`config.mk`:
```
export PLATFORM = sky130hd
export DESIGN_NAME = greedy_column_cell_placer
export DESIGN_NICKNAME = d
export VERILOG_FILES = /design/src/gccp_pkg.sv /design/src/gccp_rem_div.sv /design/src/greedy_column_cell_placer.sv
export VERILOG_INCLUDE_DIRS = /design/src /design/src/src
export SDC_FILE = /design/constraint.sdc
export NUM_CORES = 2
export LEC_CHECK = 0
export ABC_AREA = 1
export BUFFER_PORTS_ARGS = -buffer_cell sky130_fd_sc_hd__buf_4
export CORE_ASPECT_RATIO = 2
export CORE_MARGIN = 1
export CORE_UTILIZATION = 50
export DETAILED_ROUTE_END_ITERATION = 10
export PLACE_DENSITY_LB_ADDON = 0.2
export SLEW_MARGIN = 10
export SYNTH_ARGS = -nofsm -noshare
export SYNTH_HDL_FRONTEND = slang
export SYNTH_SLANG_ARGS = --single-unit
export TNS_END_PERCENT = 30
```
`constraint.sdc`:
```
create_clock -name clk_i -period 15.1 [get_ports clk_i]
set_clock_uncertainty 0.15 [all_clocks]
set_input_delay 1.51 -clock clk_i [delete_from_list [all_inputs] [get_ports clk_i]]
set_output_delay 1.51 -clock clk_i [all_outputs]
set_load 0.1 [all_outputs]
```
`src/greedy_column_cell_placer_assert.svh`:
```
// Assertion macros for the greedy column cell placer.
// Included by the top level; needs nothing else.
`ifndef GREEDY_COLUMN_CELL_PLACER_ASSERT_SVH
`define GREEDY_COLUMN_CELL_PLACER_ASSERT_SVH

// Same-cycle implication, checked at every rising edge outside reset.
`define GCCP_ASSERT_IMP(label, clk, rst_n, ante, cons, msg) \
  label: assert property (@(posedge clk) disable iff (!rst_n) (ante) |-> (cons)) \
    else $error(msg);

// Next-cycle implication, checked at every rising edge outside reset.
`define GCCP_ASSERT_NXT(label, clk, rst_n, ante, cons, msg) \
  label: assert property (@(posedge clk) disable iff (!rst_n) (ante) |=> (cons)) \
    else $error(msg);

`endif

```
`src/gccp_pkg.sv`:
```
// Shared constants, register indexes and types of the greedy column cell placer.
// Used by the remainder divider and the top level; depends on nothing.
`timescale 1ns / 1ps
`default_nettype none

package gccp_pkg;

  // Coordinate range that bounds the row region.
  localparam int unsigned COORD_BITS = 24;

  // Field widths.
  localparam int unsigned DIM_W   = 24;  // cell width and height, die bounds
  localparam int unsigned POS_W   = 25;  // stack top, right edge, doubled centers
  localparam int unsigned AREA_W  = 48;  // areas
  localparam int unsigned RCNT_W  = 16;  // row count
  localparam int unsigned BOUND_W = DIM_W + RCNT_W;

  // Configuration port geometry.
  localparam int unsigned CFG_DATA_W = 64;
  localparam int unsigned CFG_ADDR_W = 6;
  localparam int unsigned REG_IDX_W  = 3;

  // Standard cell top bound never exceeds the coordinate range.
  localparam logic [BOUND_W-1:0] ROW_BOUND_CAP =
    BOUND_W'((64'd1 << COORD_BITS) - 64'd1);

  // Register indexes (byte address is eight times the index).
  localparam logic [REG_IDX_W-1:0] REG_DIE_WIDTH  = 3'd0;
  localparam logic [REG_IDX_W-1:0] REG_DIE_HEIGHT = 3'd1;
  localparam logic [REG_IDX_W-1:0] REG_ROW_HEIGHT = 3'd2;
  localparam logic [REG_IDX_W-1:0] REG_ROW_COUNT  = 3'd3;
  localparam logic [REG_IDX_W-1:0] REG_ROW_BASE_Y = 3'd4;
  localparam logic [REG_IDX_W-1:0] REG_AREA_LIMIT = 3'd5;

  // Status of the iterative remainder unit.
  typedef struct packed {
    logic busy;
    logic done;
  } div_stat_t;

endpackage

`default_nettype wire

```
`src/gccp_rem_div.sv`:
```
// Radix-2 restoring divider that returns the remainder, one quotient bit per cycle.
// Depends on gccp_pkg for its default widths and status type.
`timescale 1ns / 1ps
`default_nettype none

module gccp_rem_div #(
  parameter int unsigned DVD_W = gccp_pkg::POS_W,
  parameter int unsigned DVS_W = gccp_pkg::DIM_W
) (
  input  wire logic                     clk_i,
  input  wire logic                     rst_ni,
  input  wire logic                     start_i,
  input  wire logic [DVD_W-1:0]         dividend_i,
  input  wire logic [DVS_W-1:0]         divisor_i,
  output gccp_pkg::div_stat_t           stat_o,
  output logic      [DVS_W-1:0]         rem_o
);

  localparam int unsigned CNT_W = $clog2(DVD_W + 1);

  logic [DVS_W-1:0] rem_q, rem_d;
  logic [DVD_W-1:0] dvd_q, dvd_d;
  logic [DVS_W-1:0] dvs_q, dvs_d;
  logic [CNT_W-1:0] cnt_q, cnt_d;
  logic             busy_q, busy_d;
  logic             done_q, done_d;

  logic [DVS_W:0]   shifted;
  logic [DVS_W:0]   diff;
  logic             fits;

  // One trial subtraction per cycle; the partial remainder stays below the divisor.
  assign shifted = {rem_q, dvd_q[DVD_W-1]};
  assign diff    = shifted - {1'b0, dvs_q};
  assign fits    = shifted >= {1'b0, dvs_q};

  always_comb begin
    rem_d  = rem_q;
    dvd_d  = dvd_q;
    dvs_d  = dvs_q;
    cnt_d  = cnt_q;
    busy_d = busy_q;
    done_d = 1'b0;
    if (start_i) begin
      rem_d  = '0;
      dvd_d  = dividend_i;
      dvs_d  = divisor_i;
      cnt_d  = CNT_W'(DVD_W);
      busy_d = 1'b1;
    end else if (busy_q) begin
      rem_d = fits ? diff[DVS_W-1:0] : shifted[DVS_W-1:0];
      dvd_d = {dvd_q[DVD_W-2:0], 1'b0};
      cnt_d = cnt_q - CNT_W'(1);
      if (cnt_q == CNT_W'(1)) begin
        busy_d = 1'b0;
        done_d = 1'b1;
      end
    end
  end

  // Iteration control resets; the operands are payload.
  always_ff @(posedge clk_i or negedge rst_ni) begin
    if (!rst_ni) begin
      cnt_q  <= '0;
      busy_q <= 1'b0;
      done_q <= 1'b0;
    end else begin
      cnt_q  <= cnt_d;
      busy_q <= busy_d;
      done_q <= done_d;
    end
  end

  always_ff @(posedge clk_i) begin
    rem_q <= rem_d;
    dvd_q <= dvd_d;
    dvs_q <= dvs_d;
  end

  assign stat_o.busy = busy_q;
  assign stat_o.done = done_q;
  assign rem_o       = rem_q;

endmodule

`default_nettype wire

```
`src/greedy_column_cell_placer.sv`:
```
// Top level of the greedy column cell placer: sequencer, shared multiplier and pass state.
// Depends on gccp_pkg, gccp_rem_div and greedy_column_cell_placer_assert.svh.
//
// Usage:
// Cells arrive on the s_axis channel sorted by decreasing width, one beat per cell;
// s_axis_tuser[0] starts a new pass and s_axis_tuser[1] marks a macro. Every input
// beat yields exactly one m_axis beat with the placed flag and the doubled center.
// Each accepted cell passes through the area multiply, the row bound multiply and
// the evaluate step; a standard cell above the first row also passes through the
// 25-step remainder divider that snaps the stack top to a row boundary before it is
// evaluated. A new beat is taken only once the sequencer is back in idle, after the
// previous result is written into the output register.
// One 24x24 multiplier is shared by the cell area and the row region height.
// When the receiver stalls, the result waits in the output register; the next cell
// is still accepted and worked on, and its result is held back until the register
// empties. Reset clears the pass state and sets the registers to their defaults:
// full die, one row of height one at y zero, no area limit. The APB port is to be written
// only while no cell is in flight; the block does not enforce this. pready is always high.
`timescale 1ns / 1ps
`default_nettype none

`include "greedy_column_cell_placer_assert.svh"

module greedy_column_cell_placer (
  input  wire logic                                clk_i,
  input  wire logic                                rst_ni,
  // Input cells.
  input  wire logic                                s_axis_tvalid,
  output logic                                     s_axis_tready,
  input  wire logic [47:0]                         s_axis_tdata,  // cell_width, cell_height
  input  wire logic [1:0]                          s_axis_tuser,  // first_of_pass, is_macro
  // Placement results.
  output logic                                     m_axis_tvalid,
  input  wire logic                                m_axis_tready,
  output logic [55:0]                              m_axis_tdata,  // center_x_twice, center_y_twice, zero fill
  output logic [0:0]                               m_axis_tuser,  // placed
  // Register port.
  input  wire logic                                psel,
  input  wire logic                                penable,
  input  wire logic                                pwrite,
  input  wire logic [gccp_pkg::CFG_ADDR_W-1:0]     paddr,
  input  wire logic [gccp_pkg::CFG_DATA_W-1:0]     pwdata,
  output logic      [gccp_pkg::CFG_DATA_W-1:0]     prdata,
  output logic                                     pready
);

  localparam int unsigned DIM_W   = gccp_pkg::DIM_W;
  localparam int unsigned POS_W   = gccp_pkg::POS_W;
  localparam int unsigned AREA_W  = gccp_pkg::AREA_W;
  localparam int unsigned RCNT_W  = gccp_pkg::RCNT_W;
  localparam int unsigned BOUND_W = gccp_pkg::BOUND_W;
  localparam int unsigned TY_W    = POS_W + 1;

  typedef enum logic [2:0] {
    ST_IDLE,
    ST_MUL_AREA,
    ST_MUL_ROW,
    ST_DIV,
    ST_EVAL
  } state_e;

  // ------------------------------------------------------------------
  // Configuration registers
  // ------------------------------------------------------------------
  logic [DIM_W-1:0]  die_width_q, die_height_q, row_height_q, row_base_q;
  logic [RCNT_W-1:0] row_count_q;
  logic [AREA_W-1:0] area_limit_q;
  logic [gccp_pkg::REG_IDX_W-1:0] reg_idx;
  logic              reg_wr;

  assign reg_idx = paddr[gccp_pkg::CFG_ADDR_W-1:3];
  assign reg_wr  = psel && penable && pwrite && pready;
  assign pready  = 1'b1;

  always_ff @(posedge clk_i or negedge rst_ni) begin
    if (!rst_ni) begin
      die_width_q  <= '1;
      die_height_q <= '1;
      row_height_q <= DIM_W'(1);
      row_count_q  <= RCNT_W'(1);
      row_base_q   <= '0;
      area_limit_q <= '1;
    end else if (reg_wr) begin
      case (reg_idx)
        gccp_pkg::REG_DIE_WIDTH:  die_width_q  <= pwdata[DIM_W-1:0];
        gccp_pkg::REG_DIE_HEIGHT: die_height_q <= pwdata[DIM_W-1:0];
        gccp_pkg::REG_ROW_HEIGHT: row_height_q <= pwdata[DIM_W-1:0];
        gccp_pkg::REG_ROW_COUNT:  row_count_q  <= pwdata[RCNT_W-1:0];
        gccp_pkg::REG_ROW_BASE_Y: row_base_q   <= pwdata[DIM_W-1:0];
        gccp_pkg::REG_AREA_LIMIT: area_limit_q <= pwdata[AREA_W-1:0];
        default: ;
      endcase
    end
  end

  // Register readback.
  always_comb begin
    case (reg_idx)
      gccp_pkg::REG_DIE_WIDTH:  prdata = gccp_pkg::CFG_DATA_W'(die_width_q);
      gccp_pkg::REG_DIE_HEIGHT: prdata = gccp_pkg::CFG_DATA_W'(die_height_q);
      gccp_pkg::REG_ROW_HEIGHT: prdata = gccp_pkg::CFG_DATA_W'(row_height_q);
      gccp_pkg::REG_ROW_COUNT:  prdata = gccp_pkg::CFG_DATA_W'(row_count_q);
      gccp_pkg::REG_ROW_BASE_Y: prdata = gccp_pkg::CFG_DATA_W'(row_base_q);
      gccp_pkg::REG_AREA_LIMIT: prdata = gccp_pkg::CFG_DATA_W'(area_limit_q);
      default:                  prdata = '0;
    endcase
  end

  // ------------------------------------------------------------------
  // Sequencer, pass state and output register
  // ------------------------------------------------------------------
  state_e             state_q, state_d;
  logic [DIM_W-1:0]   column_left_q, column_left_d;
  logic [POS_W-1:0]   stack_top_q, stack_top_d;
  logic [POS_W-1:0]   right_edge_q, right_edge_d;
  logic [AREA_W-1:0]  used_area_q, used_area_d;
  logic [DIM_W-1:0]   cw_q, cw_d, ch_q, ch_d;
  logic               macro_q, macro_d;
  logic [AREA_W-1:0]  area_q, area_d;
  logic [BOUND_W-1:0] bound_q, bound_d;
  logic [TY_W-1:0]    ty_q, ty_d;
  logic               m_valid_q, m_valid_d;
  logic               m_placed_q, m_placed_d;
  logic [POS_W-1:0]   m_cx_q, m_cx_d, m_cy_q, m_cy_d;

  // Shared multiplier: cell area first, then the row region height.
  logic [DIM_W-1:0]   rh_eff;
  logic [DIM_W-1:0]   mul_a, mul_b;
  logic [AREA_W-1:0]  mul_p;
  logic [BOUND_W-1:0] row_bound;

  assign rh_eff = (row_height_q == '0) ? DIM_W'(1) : row_height_q;
  assign mul_a  = (state_q == ST_MUL_AREA) ? cw_q : DIM_W'(row_count_q);
  assign mul_b  = (state_q == ST_MUL_AREA) ? ch_q : rh_eff;
  assign mul_p  = mul_a * mul_b;
  assign row_bound = (mul_p[BOUND_W-1:0] > gccp_pkg::ROW_BOUND_CAP) ?
                     gccp_pkg::ROW_BOUND_CAP : mul_p[BOUND_W-1:0];

  // Distance above the first row, whose remainder by the row height gives the snap.
  logic                above_base;
  logic [POS_W-1:0]    base_gap;
  logic                div_start;
  gccp_pkg::div_stat_t div_stat;
  logic [DIM_W-1:0]    div_rem;
  logic [TY_W-1:0]     snap_add;

  assign above_base = stack_top_q > POS_W'(row_base_q);
  assign base_gap   = above_base ? (stack_top_q - POS_W'(row_base_q)) : '0;
  assign div_start  = (state_q == ST_MUL_ROW) && !macro_q && above_base;
  assign snap_add   = (div_rem == '0) ? '0 : TY_W'(rh_eff - div_rem);

  gccp_rem_div #(
    .DVD_W (POS_W),
    .DVS_W (DIM_W)
  ) u_rem_div (
    .clk_i      (clk_i),
    .rst_ni     (rst_ni),
    .start_i    (div_start),
    .dividend_i (base_gap),
    .divisor_i  (rh_eff),
    .stat_o     (div_stat),
    .rem_o      (div_rem)
  );

  // Placement decision for the current cell.
  logic [AREA_W:0]    area_sum;
  logic               area_ok;
  logic [TY_W:0]      ty_top;
  logic               fit_v;
  logic               fit_cur;
  logic [TY_W-1:0]    re_end;
  logic               fit_re;
  logic [DIM_W-1:0]   new_y;
  logic [POS_W-1:0]   new_top;
  logic               fit_new;
  logic               place_cur, place_new, placed;
  logic [POS_W-1:0]   tx;
  logic [TY_W-1:0]    ty_sel;
  logic [TY_W-1:0]    tx_end;
  logic [TY_W:0]      ty_end;
  logic [TY_W-1:0]    cx_full;
  logic [TY_W:0]      cy_full;
  logic               out_free;

  assign area_sum  = {1'b0, used_area_q} + {1'b0, area_q};
  assign area_ok   = area_sum <= {1'b0, area_limit_q};
  assign ty_top    = {1'b0, ty_q} + (TY_W + 1)'(ch_q);
  assign fit_v     = BOUND_W'(ty_top) <= bound_q;
  assign fit_cur   = ({1'b0, column_left_q} + {1'b0, cw_q}) <= {1'b0, die_width_q};
  assign re_end    = {1'b0, right_edge_q} + TY_W'(cw_q);
  assign fit_re    = re_end <= TY_W'(die_width_q);
  assign new_y     = macro_q ? '0 : row_base_q;
  assign new_top   = {1'b0, new_y} + {1'b0, ch_q};
  assign fit_new   = BOUND_W'(new_top) <= bound_q;
  assign place_cur = area_ok && fit_v && fit_cur;
  assign place_new = area_ok && !fit_v && fit_re && fit_new;
  assign placed    = place_cur || place_new;
  assign tx        = place_cur ? {1'b0, column_left_q} : right_edge_q;
  assign ty_sel    = place_cur ? ty_q : TY_W'(new_y);
  assign tx_end    = {1'b0, tx} + TY_W'(cw_q);
  assign ty_end    = {1'b0, ty_sel} + (TY_W + 1)'(ch_q);
  assign cx_full   = {tx, 1'b0} + TY_W'(cw_q);
  assign cy_full   = {ty_sel, 1'b0} + (TY_W + 1)'(ch_q);
  assign out_free  = !m_valid_q || m_axis_tready;

  always_comb begin
    state_d       = state_q;
    column_left_d = column_left_q;
    stack_top_d   = stack_top_q;
    right_edge_d  = right_edge_q;
    used_area_d   = used_area_q;
    cw_d          = cw_q;
    ch_d          = ch_q;
    macro_d       = macro_q;
    area_d        = area_q;
    bound_d       = bound_q;
    ty_d          = ty_q;
    m_valid_d     = m_valid_q;
    m_placed_d    = m_placed_q;
    m_cx_d        = m_cx_q;
    m_cy_d        = m_cy_q;

    // The output beat leaves when the receiver takes it.
    if (m_valid_q && m_axis_tready) begin
      m_valid_d = 1'b0;
    end

    case (state_q)
      ST_IDLE: begin
        if (s_axis_tvalid) begin
          cw_d    = s_axis_tdata[DIM_W-1:0];
          ch_d    = s_axis_tdata[2*DIM_W-1:DIM_W];
          macro_d = s_axis_tuser[1];
          if (s_axis_tuser[0]) begin
            column_left_d = '0;
            stack_top_d   = '0;
            right_edge_d  = '0;
            used_area_d   = '0;
          end
          state_d = ST_MUL_AREA;
        end
      end
      ST_MUL_AREA: begin
        area_d  = mul_p;
        state_d = ST_MUL_ROW;
      end
      ST_MUL_ROW: begin
        bound_d = macro_q ? BOUND_W'(die_height_q) : row_bound;
        if (div_start) begin
          state_d = ST_DIV;
        end else begin
          ty_d    = macro_q ? TY_W'(stack_top_q) : TY_W'(row_base_q);
          state_d = ST_EVAL;
        end
      end
      ST_DIV: begin
        if (div_stat.done) begin
          ty_d    = TY_W'(stack_top_q) + snap_add;
          state_d = ST_EVAL;
        end
      end
      ST_EVAL: begin
        if (out_free) begin
          m_valid_d  = 1'b1;
          m_placed_d = placed;
          m_cx_d     = placed ? cx_full[POS_W-1:0] : '0;
          m_cy_d     = placed ? cy_full[POS_W-1:0] : '0;
          if (placed) begin
            column_left_d = tx[DIM_W-1:0];
            stack_top_d   = ty_end[POS_W-1:0];
            if (tx_end > TY_W'(right_edge_q)) begin
              right_edge_d = tx_end[POS_W-1:0];
            end
            used_area_d = area_sum[AREA_W-1:0];
          end
          state_d = ST_IDLE;
        end
      end
      default: state_d = ST_IDLE;
    endcase
  end

  // State, pass state and output valid.
  always_ff @(posedge clk_i or negedge rst_ni) begin
    if (!rst_ni) begin
      state_q       <= ST_IDLE;
      column_left_q <= '0;
      stack_top_q   <= '0;
      right_edge_q  <= '0;
      used_area_q   <= '0;
      m_valid_q     <= 1'b0;
    end else begin
      state_q       <= state_d;
      column_left_q <= column_left_d;
      stack_top_q   <= stack_top_d;
      right_edge_q  <= right_edge_d;
      used_area_q   <= used_area_d;
      m_valid_q     <= m_valid_d;
    end
  end

  // Cell operands, intermediate results and output payload.
  always_ff @(posedge clk_i) begin
    cw_q       <= cw_d;
    ch_q       <= ch_d;
    macro_q    <= macro_d;
    area_q     <= area_d;
    bound_q    <= bound_d;
    ty_q       <= ty_d;
    m_placed_q <= m_placed_d;
    m_cx_q     <= m_cx_d;
    m_cy_q     <= m_cy_d;
  end

  assign s_axis_tready   = (state_q == ST_IDLE);
  assign m_axis_tvalid   = m_valid_q;
  assign m_axis_tuser[0] = m_placed_q;
  assign m_axis_tdata    = {6'b0, m_cy_q, m_cx_q};

  // ------------------------------------------------------------------
  // Assertions
  // ------------------------------------------------------------------
  `GCCP_ASSERT_NXT(a_busy_after_accept, clk_i, rst_ni, s_axis_tvalid && s_axis_tready, !s_axis_tready, "input accepted again while a cell is in work")
  `GCCP_ASSERT_IMP(a_skip_is_zero, clk_i, rst_ni, m_axis_tvalid && !m_axis_tuser[0], m_axis_tdata == '0, "skipped cell carries nonzero center")
  `GCCP_ASSERT_IMP(a_column_in_edge, clk_i, rst_ni, 1'b1, right_edge_q >= {1'b0, column_left_q}, "column starts right of the rightmost edge")
  `GCCP_ASSERT_IMP(a_div_done_state, clk_i, rst_ni, div_stat.done, state_q == ST_DIV, "divider finished outside the snap step")

endmodule

`default_nettype wire
```
## Yosys cells after proc, flatten, opt, wreduce, memory -nomap -nowiden

Cells that the tools add are included.

- Register bits after elaboration: 580
- Bits in latches: 0
- Memory bits (writable): 0
- Bits in read-only memories: 0
- Output and inout port bits: 124
- Logic and storage cells: 157
- Memories kept: 0

- Add/sub/neg operators: 14
- Multiply operators: 1
- Divide/modulo/power cells: 0
- Magnitude comparators: 9
- Equal/unequal tests: 17
- Shift operators: 0
- Multiplexer cells: 53
- Bitwise operators: 0
- Reduce and logical (&&, ||, !) cells: 35

Operator list:

| operator | count |
|---|---|
| $mux 25 | 13 |
| $pmux 48 s6 | 1 |
| $mux 24 | 11 |
| $mux 48 | 4 |
| $pmux 25 s2 | 2 |
| $pmux 48 s2 | 1 |
| $mux 26 | 3 |
| $add 25x24->25 | 3 |
| $add 25x24->26 | 2 |
| $pmux 26 s2 | 1 |
| $add 24x24->25 | 2 |
| $add 48x48->49 | 1 |
| $le 49x48->1 | 1 |
| $logic_not 24->1 | 2 |
| $mul 24x24->48 | 1 |
| $pmux 24 s2 | 1 |
| $gt 40x24->1 const B | 1 |
| $le 25x40->1 | 1 |
| $le 27x40->1 | 1 |
| $add 26x24->27 | 1 |
| $add 25x26->26 | 1 |
| $gt 26x25->1 | 1 |
| $le 26x24->1 | 1 |
| $ge 25x24->1 | 1 |
| 26 further kinds | 72 |

## Depth between registers and ports, before layout

- Word-level depth: 11
- Gate-level depth with buffers: 57
- Depth with buffers taken out: 56

## Hierarchy

From an unflattened synthesis, not the netlist that was laid out.

- Cells, all modules: 8321
- Area, all modules: 64195.3 sq um

By module, submodules not included:

| module | instances | cells an instance | area an instance (sq um) | seq. area each (sq um) |
|---|---|---|---|---|
| greedy_column_cell_placer | 1 | 7598 | 59006.6 | 13705.6 |
| gccp_rem_div | 1 | 723 | 5188.7 | 2127.0 |

## Least setup slack after synthesis

OpenSTA, ideal clock, no wires.

- Path type: register to register
- From: reg state_q[2]
- To: reg bound_q[10] (data pin)
- Setup time: 0.253 ns
- Data arrival time: 8.799 ns
- Required time: 14.697 ns
- Slack: 5.898 ns
- Cell stages (with the launch flop): 35
- Cell sequence: dfrtp_1 > nor3_2 > clkbuf_1 > nand2_1 > o21ai_1 > clkbuf_1 > nand2_1 > fa_1 > inv_1 > fa_1 > fa_1 > inv_1 > fa_1 > inv_1 > fa_1 > inv_1 > fa_1 > inv_1 > fa_1 > ha_1 > nand2_1 > nor2_1 > inv_1 > nor2_1 > inv_1 > nor3_1 > nand4_1 > nand3_1 > xor2_1 > nand2_1 > nor2_1 > buf_2 > nand4_1 > nand2_1 > nand2_1

- Cells in the longest elaborated chain, start to end: 6

Ends and longest elaborated chain:

| element | RTL line | source |
|---|---|---|
| from (decl) | greedy_column_cell_placer.sv:112 | `state_e state_q, state_d;` |
| from (signal assigned) | greedy_column_cell_placer.sv:293 | `state_q <= state_d;` |
| $eq 3x1->1 * | greedy_column_cell_placer.sv:133, greedy_column_cell_placer.sv:134 |  |
| $mux 24 (on tied branches) | greedy_column_cell_placer.sv:133, greedy_column_cell_placer.sv:134 |  |
| $mul 24x24->48 * | greedy_column_cell_placer.sv:135 | `assign mul_p = mul_a * mul_b;` |
| $gt 40x24->1 | greedy_column_cell_placer.sv:136 | `assign row_bound = (mul_p[BOUND_W-1:0] > gccp_pkg::ROW_BOUND_CAP) ?` |
| $mux 24 * | greedy_column_cell_placer.sv:136 |  |
| $mux 24 * | greedy_column_cell_placer.sv:248 | `bound_d = macro_q ? BOUND_W'(die_height_q) : row_bound;` |
| to (signal assigned) | greedy_column_cell_placer.sv:308 | `bound_q <= bound_d;` |
| to (decl) | greedy_column_cell_placer.sv:120 | `logic [BOUND_W-1:0] bound_q, bound_d;` |

Every way passes the cells marked *; elsewhere a longest branch is shown, timed or not.
A chain may end at the register's enable or synchronous reset.

## Worst setup path after layout

- From: reg used_area_q[0]
- To: reg right_edge_q[10]

- Cells in the longest elaborated chain, start to end: 10

Ends and longest elaborated chain:

| element | RTL line | source |
|---|---|---|
| from (decl) | greedy_column_cell_placer.sv:116 | `logic [AREA_W-1:0] used_area_q, used_area_d;` |
| from (signal assigned) | greedy_column_cell_placer.sv:297 | `used_area_q <= used_area_d;` |
| $add 48x48->49 * | greedy_column_cell_placer.sv:185 | `assign area_sum = {1'b0, used_area_q} + {1'b0, area_q};` |
| $le 49x48->1 * | greedy_column_cell_placer.sv:186 | `assign area_ok = area_sum <= {1'b0, area_limit_q};` |
| parallel branches: the longest is 8 deep, another holds $add 25x24->26 | n/a |  |
| to (signal assigned) | greedy_column_cell_placer.sv:296 | `right_edge_q <= right_edge_d;` |
| to (decl) | greedy_column_cell_placer.sv:115 | `logic [POS_W-1:0] right_edge_q, right_edge_d;` |

Mark *: on every way between the ends. The select of a mux whose other input is x is not followed.

==> metrics.txt <==
Reg2Reg Depth 49; unique cell type count in the Yosys netlist 59; most frequent CP cell nand2_1; final layout net count 9588; Worst-Margin Slew 1230 ps; IO Count 251; Die Area 0.128 mm^2; final WL 245 mm; number of detailed-route iterations in the first pass 8; hold_sp used_area_q[20]; CP startpoint kind register; reg2reg start used_area_q[0]; Num Clock Sinks 580; Min Clock Period, post-route 10780 ps; Post-CTS Hold Buffers 0; yosys warns 0; max incr delay on CP 660 ps; Post-synth EDFFs 263; cell taking the most area after synthesis fa_1; largest net degree at the start of global routing 122; cts repair resizes 0; global-route wire length before repair 358 mm; synthesized flop and latch total 580; fill count 12100; Mapped Cells 8098; Critical Path RT 15550 ps; slowest stage cell on the critical path nand3_2; gr usage total 0.385; area occupied by registers 0.0158 mm^2; Arr. time, crit path 11220 ps; worst setup path category register to register; CP endpoint kind register; Syn Area/Cell 7.80 um^2; Final HPWL DP 200 mm; Starting Density 0.503; share of cells above drive strength 1 0.0712; chip height 505 um; number of CTS-inserted buffers 58; area grow syn2layout 9.07%; Slew HR 0.180; Hold WC Path Type register to register; via count 57300; initial antenna violation count 20; area of the multi-input gates 0.0415 mm^2; maxcap violations 0; routed vias/inst 5.72; Final Hold Vio Count 0; cell row count 184; hold path cells 2; Max Clk Rate 92.8 MHz; Setup TNS Final 0 ps; DR iter-0 viols 4366; core area 0.125 mm^2; Port-buffer cells 208; Synth Flop Type edfxtp_1; # H-tree levels 2; Period Utilization, post-route 0.714; Final setup viols 0; remaining antenna violation count 0; Hold Path Sink used_area_q[20]; Die Wd 253 um; CTS tree built; Post-CTS Setup Inserts 0; mapped cell area 0.0631 mm^2; CP Max Fanout 29; worst skew pair latency 750 ps; ranking of synthesized cells by area fa_1 (16%), ha_1 (14%), edfxtp_1 (13%), nand2_1 (11%), inv_1 (7.8%); Wirelength per Cell 24.5 um; r2r setup slk 4320 ps; FF-to-FF End right_edge_q[10]; vias in the first global route 58000; post-synth top area share 0.157; Remaining DRCs 0; clock buffer depth 3; grt ovf 0; register area share after synthesis 0.251; Worst-path clk slew 70 ps; Slew Limit Fails 0; status finished clean; root buffer cell clkbuf_16; Async S/R FF share, synth 0.505; RePlAce Congestion 1.05; RSZ-0062 raised after global routing no
-- how the worst max path moves through the flow --
| stage | from | endpoint | slack [ps] | cells after the start |
|---|---|---|---|---|
| finish | used_area_q[0] | right_edge_q[10] | 4320 | 49 |
| global route | used_area_q[0] | right_edge_q[7] | 3540 | 50 |
| CTS | used_area_q[0] | right_edge_q[7] | 4520 | 49 |
| detailed placement | used_area_q[0] | right_edge_q[7] | 4550 | 47 |
| global placement | ch_q[1] | right_edge_q[15] | 4590 | 50 |
| floorplan | state_q[2] | bound_q[10] | 5900 | 34 |
-- placed cells by master, fill, tap and decap left out, types with 39 or more instances in the layout --
| cell type | instances |
|---|---|
| a31oi_1 | 62 |
| xor2_1 | 176 |
| inv_1 | 1318 |
| nand4_1 | 80 |
| buf_4 | 310 |
| edfxtp_1 | 263 |
| xnor2_1 | 113 |
| clkbuf_16 | 60 |
| o21ai_1 | 75 |
| nor2_1 | 651 |
| fa_1 | 495 |
| conb_1 | 39 |
| o21a_1 | 45 |
| a21o_1 | 41 |
| nor3_1 | 49 |
| dfstp_2 | 98 |
| dfrtp_1 | 195 |
| a21oi_1 | 577 |
| nand2_1 | 1897 |
| o21ai_0 | 516 |
| nand3_1 | 192 |
| ha_1 | 685 |
-- metrics by stage --
step,hold slack [ps],worst slack [ps],utilization,instances,cell area (um^2)
6_report,339,4320,0.549,10000,68900
5_1_grt,365,3540,0.549,10000,68900
4_1_cts,340,4520,0.549,10000,68800
3_5_place_dp,321,4550,0.533,9895,66800
3_3_place_gp,318,4590,0.533,9895,66800
2_1_floorplan,305,5900,-,8135,63300
-- worst max-delay path: cells and delay by family, from the launching register on --
kind,cells,cell delay (ps)
AND/OR/NAND/NOR,23,4270
AO/OA/AOI/OAI,14,3010
buffers and inverters,4,360
XOR/XNOR,2,390
flip-flops,1,380
adder cells (fa/ha/maj),6,2000
-- state kept, by name, indices dropped and copies added, names as in the netlist, 3 cells and up --
name / flops
m_cx_q: 25
u_rem_div.rem_o: 24
row_height_q: 24
u_rem_div.dvd_q: 25
die_height_q: 24
area_limit_q: 48
row_base_q: 24
die_width_q: 24
u_rem_div.cnt_q: 5
used_area_q: 48
u_rem_div.dvs_q: 24
stack_top_q: 25
ty_q: 26
area_q: 48
row_count_q: 16
bound_q: 40
m_cy_q: 25
cw_q: 24
state_q: 3
right_edge_q: 25
column_left_q: 24
ch_q: 24
-- cells in the mapped netlist (156+ instances only) --
library cell and count:
fa_1 495, nand3_1 192, nor2_1 660, clkbuf_1 156, ha_1 685, nand2_1 1899
a21oi_1 578, dfrtp_1 195, o21ai_0 517, xor2_1 177, edfxtp_1 263, inv_1 1319
-- final cells by class --
class,count,area share
Sequential cell,580,0.230
Multi-Input combinational cell,5983,0.602
Clock inverter,36,0.00601
Timing Repair Buffer,312,0.0343
Clock buffer,74,0.0234
Antenna cell,6,0.000218
Tap cell,1674,0.0304
Inverter,1346,0.0734
-- cells by family after synthesis --
group,share of synthesized area
simple gates,0.190
flops,0.251
other cells,0.000119
compound gates,0.130
mux,0.000476
xor+xnor,0.0402
fa+ha+maj,0.293
buf+inv,0.0959
-- metal layers --
| layer | global-route usage | vias to the layer above | share of wire |
|---|---|---|---|
| li1 | - | 26500 | - |
| met2 | 0.655 | 2283 | 0.48 |
| met5 | 0 | - | 0.00033 |
| met1 | 0.396 | 27600 | 0.34 |
| met4 | 0.366 | 12 | 0.12 |
| met3 | 0.0646 | 845 | 0.066 |
Power is left out: the tool's default activity adds up to more than one toggle a clock period on the data nets, which glitch-free logic cannot reach.
